File: config.mk
export PLATFORM = sky130hd
export DESIGN_NAME = srts_ctrl
export DESIGN_NICKNAME = d
export VERILOG_FILES = /design/src/rtl/core/srts_pkg.sv /design/src/rtl/core/srts_ctrl.sv
export SDC_FILE = /design/constraint.sdc
export NUM_CORES = 1
export LEC_CHECK = 0
export BUFFER_PORTS_ARGS = -buffer_cell sky130_fd_sc_hd__buf_2
export CORE_MARGIN = 2
export CORE_UTILIZATION = 30
export CTS_BUF_LIST = sky130_fd_sc_hd__clkbuf_4 sky130_fd_sc_hd__clkbuf_8
export DETAILED_ROUTE_END_ITERATION = 16
export SYNTH_ARGS = -nofsm -noshare
export SYNTH_HDL_FRONTEND = slang
export SYNTH_SLANG_ARGS = --single-unit
File: constraint.sdc
create_clock -name clk -period 2.1 [get_ports clk]
set_input_delay 0.42 -clock clk [delete_from_list [all_inputs] [get_ports clk]]
set_output_delay 0.42 -clock clk [all_outputs]
set_load 0.05 [all_outputs]
File: src/rtl/core/srts_pkg.sv
`timescale 1ns / 1ps
`default_nettype none

package srts_pkg;

    localparam int RECORDS_DEFAULT    = 4;
    localparam int NAME_WORDS_DEFAULT = 16;

    // item selector codes
    localparam logic [1:0] FUNC_RECORD = 2'd0;
    localparam logic [1:0] FUNC_QUERY  = 2'd1;
    localparam logic [1:0] FUNC_CLEAR  = 2'd2;

    localparam int INFO_W = 38;

    typedef struct packed {
        logic [1:0]  func;
        logic [63:0] name_chunk;
        logic        chunk_last;
        logic [19:0] student_id;
        logic        program_code;
        logic [16:0] average_fixed;
    } in_beat_t;

    typedef struct packed {
        logic        found;
        logic [5:0]  position;
        logic [19:0] match_id;
        logic        match_program;
        logic [16:0] match_average;
    } out_beat_t;

    // controller to datapath
    typedef struct packed {
        logic take_in;
        logic clear_all;
        logic clear_pend;
        logic start_scan;
        logic advance;
        logic word_next;
        logic set_eq;
        logic start_shift;
        logic shift_next;
        logic sh_rd;
        logic sh_wr;
        logic nw_wr;
        logic commit;
        logic out_load;
    } cmd_t;

    // datapath to controller
    typedef struct packed {
        logic full;
        logic scan_end;
        logic cmp_lt;
        logic cmp_gt;
        logic word_last;
        logic shift_done;
        logic out_free;
    } status_t;

endpackage

`default_nettype wire

File: src/rtl/core/srts_ctrl.sv
`timescale 1ns / 1ps
`default_nettype none

module srts_ctrl (
    input  wire logic              clk,
    input  wire logic              rst_n,
    input  wire logic              in_valid,
    input  wire logic [1:0]        in_func,
    input  wire logic              in_last,
    input  wire srts_pkg::status_t sts,
    output logic                   in_ready,
    output srts_pkg::cmd_t         cmd
);

    import srts_pkg::*;

    localparam logic [3:0] S_IDLE   = 4'd0;
    localparam logic [3:0] S_SCAN   = 4'd1;
    localparam logic [3:0] S_CMP_RD = 4'd2;
    localparam logic [3:0] S_CMP_EV = 4'd3;
    localparam logic [3:0] S_SH_CHK = 4'd4;
    localparam logic [3:0] S_SH_RD  = 4'd5;
    localparam logic [3:0] S_SH_WR  = 4'd6;
    localparam logic [3:0] S_NW_RD  = 4'd7;
    localparam logic [3:0] S_NW_WR  = 4'd8;
    localparam logic [3:0] S_Q_RD   = 4'd9;
    localparam logic [3:0] S_Q_OUT  = 4'd10;

    logic [3:0] state_reg, state_next;
    logic       query_reg, query_next;

    always_ff @(posedge clk or negedge rst_n)
    begin
        if (!rst_n)
        begin
            state_reg <= S_IDLE;
            query_reg <= 1'b0;
        end
        else
        begin
            state_reg <= state_next;
            query_reg <= query_next;
        end
    end

    // sequencing of scan, shift, write and reply
    always_comb
    begin
        state_next = state_reg;
        query_next = query_reg;
        cmd        = '0;
        in_ready   = 1'b0;
        case (state_reg)
            S_IDLE:
            begin
                in_ready = 1'b1;
                if (in_valid)
                begin
                    cmd.take_in = 1'b1;
                    if (in_func == FUNC_CLEAR)
                    begin
                        cmd.clear_all = 1'b1;
                    end
                    else if ((in_func == FUNC_RECORD || in_func == FUNC_QUERY) && in_last)
                    begin
                        if (in_func == FUNC_RECORD && sts.full)
                        begin
                            cmd.clear_pend = 1'b1;
                        end
                        else
                        begin
                            cmd.start_scan = 1'b1;
                            query_next     = (in_func == FUNC_QUERY);
                            state_next     = S_SCAN;
                        end
                    end
                end
            end
            S_SCAN:
            begin
                if (sts.scan_end)
                begin
                    if (query_reg)
                    begin
                        state_next = S_Q_RD;
                    end
                    else
                    begin
                        cmd.start_shift = 1'b1;
                        state_next      = S_SH_CHK;
                    end
                end
                else
                begin
                    state_next = S_CMP_RD;
                end
            end
            S_CMP_RD:
            begin
                state_next = S_CMP_EV;
            end
            S_CMP_EV:
            begin
                if (sts.cmp_lt)
                begin
                    cmd.advance = 1'b1;
                    state_next  = S_SCAN;
                end
                else if (sts.cmp_gt)
                begin
                    if (query_reg)
                    begin
                        state_next = S_Q_RD;
                    end
                    else
                    begin
                        cmd.start_shift = 1'b1;
                        state_next      = S_SH_CHK;
                    end
                end
                else if (!sts.word_last)
                begin
                    cmd.word_next = 1'b1;
                    state_next    = S_CMP_RD;
                end
                else if (query_reg)
                begin
                    cmd.set_eq = 1'b1;
                    state_next = S_Q_RD;
                end
                else
                begin
                    // equal names keep arrival order
                    cmd.advance = 1'b1;
                    state_next  = S_SCAN;
                end
            end
            S_SH_CHK:
            begin
                state_next = sts.shift_done ? S_NW_RD : S_SH_RD;
            end
            S_SH_RD:
            begin
                cmd.sh_rd  = 1'b1;
                state_next = S_SH_WR;
            end
            S_SH_WR:
            begin
                cmd.sh_wr = 1'b1;
                if (sts.word_last)
                begin
                    cmd.shift_next = 1'b1;
                    state_next     = S_SH_CHK;
                end
                else
                begin
                    cmd.word_next = 1'b1;
                    state_next    = S_SH_RD;
                end
            end
            S_NW_RD:
            begin
                state_next = S_NW_WR;
            end
            S_NW_WR:
            begin
                cmd.nw_wr = 1'b1;
                if (sts.word_last)
                begin
                    cmd.commit     = 1'b1;
                    cmd.clear_pend = 1'b1;
                    state_next     = S_IDLE;
                end
                else
                begin
                    cmd.word_next = 1'b1;
                    state_next    = S_NW_RD;
                end
            end
            S_Q_RD:
            begin
                state_next = S_Q_OUT;
            end
            S_Q_OUT:
            begin
                if (sts.out_free)
                begin
                    cmd.out_load   = 1'b1;
                    cmd.clear_pend = 1'b1;
                    state_next     = S_IDLE;
                end
            end
            default:
            begin
                state_next = S_IDLE;
            end
        endcase
    end

endmodule

`default_nettype wire

==> results_dict.tcl, run 1 <==
set metrics [dict create \
    placed_cell_area_um2 857 \
    grt_max_degree 14 \
    cp.arrival_ns 1.77 \
    antenna_left 0 \
    antenna_found_initial 0 \
    p_per_area_nw_per_um2 1420 \
    initial_core_util_pct 32.8 \
    dp.cells 135 \
    min_to "query_reg" \
    yosys_register_bits 5 \
    io_pins 28 \
    nets 131 \
    setup_viol 1 \
    grt_pass1_wl_mm 2.74 \
    most-common-layout-cells "buf_2 (20), buf_4 (12), nand2b_1 (9)" \
    drv_cap 0 \
    rsz0062_at_grt "yes" \
    hold_viol 0 \
    ff2ff_setup_slack_ns 0.61 \
    ir_drop_mv 0.757 \
    timing.rr.end "query_reg" \
    final_core_util_pct 53.9 \
    min_path_cells 2 \
    postSynthNetCount 92 \
    slowest_stage "or3b_4" \
    largest_reg_flops 4 \
    startpoint "state_reg[3]" \
    yosys_warnings 0 \
    status "complete, but fails checks" \
    finalNonFillerCells 142 \
    worst-setup-path-type "reg2out" \
    synth.avg_cell_area_um2 7.40 \
    drive_above_1_share_pct 50.4 \
    period_share_pct 104 \
    crit_chain "or3b_4 -> or3_4 -> o21a_1 -> nor2_4 -> buf_6" \
    htreeDepth 1 \
    cts_tree "done" \
    clock_latency_ns 0.26 \
    rr_startpoint "state_reg[1]" \
    path_max_fanout 3 \
    gr-total-overflow 0 \
    skew_ns 0.00525 \
    drtIter0Drc 9 \
    cp-start-kind "register" \
    clock-sinks 5 \
    fin_area_um2 961 \
    viasPerCell 5.25 \
    reg2regPathDepth 5 \
    power_mw 1.36 \
    die_h_um 48.1 \
    insertedDiodeCount 0 \
    end_kind "output pin" \
    rows 15 \
    yosys-top-cells-area "dfrtp_1 (21%), nand2b_1 (9.6%), nor2_1 (5.1%)" \
    area_growth_pct 64.5 \
    syn_inst 79 \
    worst_pin_slew_ns 0.317 \
    syn_area_um2 584 \
    fin_ws_ns -0.0896 \
    cts-root-buf "clkbuf_4" \
    period_minus_slack_ns 2.19 \
    wl_per_cell_um 12.6 \
    final_common_cell "buf_2" \
    max_stage_delay_ns 0.40 \
    place_congestion 0.753 \
    die_w_um 48.1 \
    synth_top_area_cell "dfrtp_1" \
    track_usage_pct 17.0 \
    p_leak_nw 0.427 \
    die_area_um2 2320 \
    whs_ns 0.390 \
    clock_path_buffers 2 \
    min_path_type "in2reg" \
    dpl.hpwl_mm 1.29 \
    vias 745 \
    worst_ep_required_time_ns 1.68 \
    ys_seq_area_share_pct 21.4 \
    drtPass1Iterations 4 \
    max_freq_mhz 457 \
    hold_start "in_func[1]" \
    drv_slew 0 \
    grt_pass1_vias 621 \
    violations "setup timing" \
    yosysTopAreaCellShare_pct 21.4 \
    slew_headroom_pct 78.7 \
    synth_cell_type_count 33 \
    drc 0 \
    clk_pin_slew_ns 0.05 \
    numCtsBuffers 3 \
    fp.coreArea_um2 1780 \
    totalWireLength_mm 1.78 \
    port_buffers 27 \
]
## worst max-delay path by stage
stage / to / slack [ns] / cells after the start
6_report: cmd[8] / -0.09 / 5
5_1_grt: cmd[8] / -0.13 / 5
4_1_cts: cmd[8] / -0.09 / 5
3_5_place_dp: cmd[8] / 0.09 / 5
3_3_place_gp: cmd[8] / 0.10 / 5
2_1_floorplan: cmd[11] / -0.36 / 5
## power by group
part	switching (mW)	internal, mW	leakage, nW
clock network	0.0507	0.0854	0.0184
registers	0.0449	0.146	0.0616
logic	0.603	0.433	0.347
total	0.698	0.664	0.427
## through the flow
stage | setup TNS, ns | setup WS (ns)
3_3_place_gp | 0 | 0.101
4_1_cts | -0.0894 | -0.0894
3_5_place_dp | 0 | 0.0916
6_report | -0.0896 | -0.0896
2_1_floorplan | -0.905 | -0.356
5_1_grt | -0.197 | -0.132
## critical path: cells and delay by family, from the launching register on
kind / cells / cell delay (ns)
flops: 1 / 0.37
simple gates: 3 / 0.85
compound gates: 1 / 0.14
buf+inv: 1 / 0.16
## timing repair
| item | 4_1_cts | 5_1_grt |
|---|---|---|
| setup buffers | 1 | 1 |
| resized for setup | 11 | 6 |
| endpoints found under the hold margin | 5 | 0 |
| pin swaps | 1 | 5 |
| setup endpoints to repair | 5 | 6 |
| hold buffers | 1 | 0 |
## final cells by class
cell class	instances	area, um2
multi-input combinational	64	472
timing repair buffer	40	283
clock buffer	4	30.0
tap	25	31.3
fill	168	822
sequential	5	126
inverter	4	18.8
## synthesized netlist by cell type, drive strengths merged
library cell,number
or3b,1
nor3b,1
a41o,1
nand4,1
nor4,1
buf,3
o21a,1
nand3b,1
a22oi,1
dfrtp,5
nand2,3
mux2,1
o41ai,1
mux2i,1
o21ai,5
o311ai,1
clkbuf,3
o22ai,1
nand2b,9
and2,3
inv,4
or3,3
a2bb2oi,2
a21oi,5
and3,3
nor2b,4
nand3,1
nor3,2
nor2,8
o32ai,2
a211oi,1
## routing by layer
layer | up-vias | wire length (um) | GRT usage [%]
met5 | - | 0 | 0
met4 | 0 | 19 | 3.24
met3 | 4 | 127 | 4.44
met2 | 37 | 819 | 25.3
met1 | 340 | 816 | 24.8
li1 | 364 | - | -
## cells by family after synthesis
kind of cell,share of synthesized area (%)
AOI/OAI and AO/OA,24.2
DFF,21.4
muxes,3.64
buffers and inverters,7.49
and+or+nand+nor,43.3
(Power assumes the default switching activity.)
==> inputs of run 2 (changes only) <==
--- a/config.mk
+++ b/config.mk
@@ -10,6 +10,7 @@
 export CORE_UTILIZATION = 30
 export CTS_BUF_LIST = sky130_fd_sc_hd__clkbuf_4 sky130_fd_sc_hd__clkbuf_8
 export DETAILED_ROUTE_END_ITERATION = 16
+export PLACE_DENSITY_LB_ADDON = 0.25
 export SYNTH_ARGS = -nofsm -noshare
 export SYNTH_HDL_FRONTEND = slang
 export SYNTH_SLANG_ARGS = --single-unit
==> run 2 against run 1 <==
The run still ends with setup timing left. Via count down 4.6%. Clock skew down 0.0016 ns. Count of clock-buffer cells in the layout is the same.
==> results_dict.tcl, run 2 (synthesized netlist as in run 1, its figures left out) <==
set metrics [dict create \
    clk_pin_slew_ns 0.04 \
    die_area_um2 2320 \
    drv_slew 0 \
    power_mw 1.34 \
    port_buffers 27 \
    violations "setup timing" \
    p_leak_nw 0.423 \
    clock_path_buffers 2 \
    finalNonFillerCells 141 \
    ir_drop_mv 0.457 \
    clock-sinks 5 \
    end_kind "output pin" \
    rsz0062_at_grt "yes" \
    hold_viol 0 \
    setup_viol 1 \
    area_growth_pct 63.8 \
    insertedDiodeCount 0 \
    place_congestion 0.888 \
    grt_max_degree 14 \
    p_per_area_nw_per_um2 1400 \
    grt_pass1_vias 644 \
    min_path_type "in2reg" \
    track_usage_pct 17.1 \
    max_freq_mhz 458 \
    cts-root-buf "clkbuf_4" \
    cts_tree "done" \
    die_w_um 48.1 \
    dp.cells 134 \
    worst_ep_required_time_ns 1.68 \
    antenna_found_initial 0 \
    worst_pin_slew_ns 0.358 \
    final_common_cell "buf_2" \
    wl_per_cell_um 12.9 \
    whs_ns 0.443 \
    fin_area_um2 957 \
    initial_core_util_pct 32.8 \
    vias 711 \
    slew_headroom_pct 75.8 \
    placed_cell_area_um2 850 \
    path_max_fanout 3 \
    status "complete, but fails checks" \
    drtIter0Drc 17 \
    io_pins 28 \
    skew_ns 0.00368 \
    nets 130 \
    fin_ws_ns -0.0836 \
    worst-setup-path-type "reg2out" \
    viasPerCell 5.04 \
    die_h_um 48.1 \
    drc 0 \
    totalWireLength_mm 1.82 \
    period_minus_slack_ns 2.18 \
    drive_above_1_share_pct 50.0 \
    cp-start-kind "register" \
    largest_reg_flops 4 \
    gr-total-overflow 0 \
    dpl.hpwl_mm 1.39 \
    cp.arrival_ns 1.76 \
    most-common-layout-cells "buf_2 (20), buf_4 (10), nand2b_1 (9)" \
    numCtsBuffers 3 \
    clock_latency_ns 0.24 \
    grt_pass1_wl_mm 2.83 \
    htreeDepth 1 \
    rows 15 \
    period_share_pct 104 \
    drtPass1Iterations 6 \
    drv_cap 0 \
    antenna_left 0 \
    fp.coreArea_um2 1780 \
]
## run 2: changes by cell type in the layout (fill, tap and decap cells not counted)
| cell | previous run | this run |
|---|---|---|
| buf_4 | 12 | 10 |
| buf_6 | 4 | 3 |
| buf_8 | 2 | 3 |
| clkbuf_4 | 5 | 6 |
## run 2: routing by layer
metal	part of all wire, %	global-route usage [%]
met4	0	4.32
met2	52	26.9
met5	0	0
met3	2.7	1.48
met1	45	25.1
## run 2: cell type report
| cell class | count | area, um2 |
|---|---|---|
| fill | 165 | 826 |
| sequential | 5 | 126 |
| tap | 25 | 31.3 |
| multi-input combinational | 64 | 472 |
| timing repair buffer | 39 | 279 |
| clock buffer | 4 | 30.0 |
| inverter | 4 | 18.8 |
## run 2: timing repair
action,CTS,global route
endpoints found under the setup margin,6,7
pin swaps,0,3
hold buffers,1,0
setup buffers,2,0
hold endpoints to repair,5,0
resized for setup,10,7
## run 2: report_power, final
group | total [mW] | internal, mW | switching, mW
clock | 0.122 | 0.0846 | 0.0371
sequential | 0.200 | 0.146 | 0.0538
combinational | 1.02 | 0.417 | 0.600
total | 1.34 | 0.648 | 0.691
## run 2: worst max-delay path, cell delays in order, from the launching register on
cell and delay [ns]:
dfrtp_1 0.37, or3b_4 0.40, or3_4 0.37, o21a_1 0.15, nor2_4 0.08, buf_6 0.15
## run 2: metrics by stage
step	TNS (ns)	utilization [%]	setup slack, ns
global placement	0	47.6	0.0904
detailed placement	0	47.6	0.0742
CTS	-0.0912	52.4	-0.0912
finish	-0.0836	53.7	-0.0836
global route	-0.163	53.7	-0.134
floorplan	-0.905	-	-0.356
## run 2: final timing paths
kind / start / end / slack [ns] / cells past startpoint
min in group asynchronous: rst_n / state_reg[1] / 0.52 / 2
max in group asynchronous: rst_n / state_reg[1] / 1.44 / 2
max reg2reg: state_reg[0] / query_reg / 0.56 / 5
min reg2reg: state_reg[3] / state_reg[1] / 0.65 / 2
min: in_func[1] / query_reg / 0.44 / 2
max: state_reg[3] / cmd[8] / -0.08 / 5
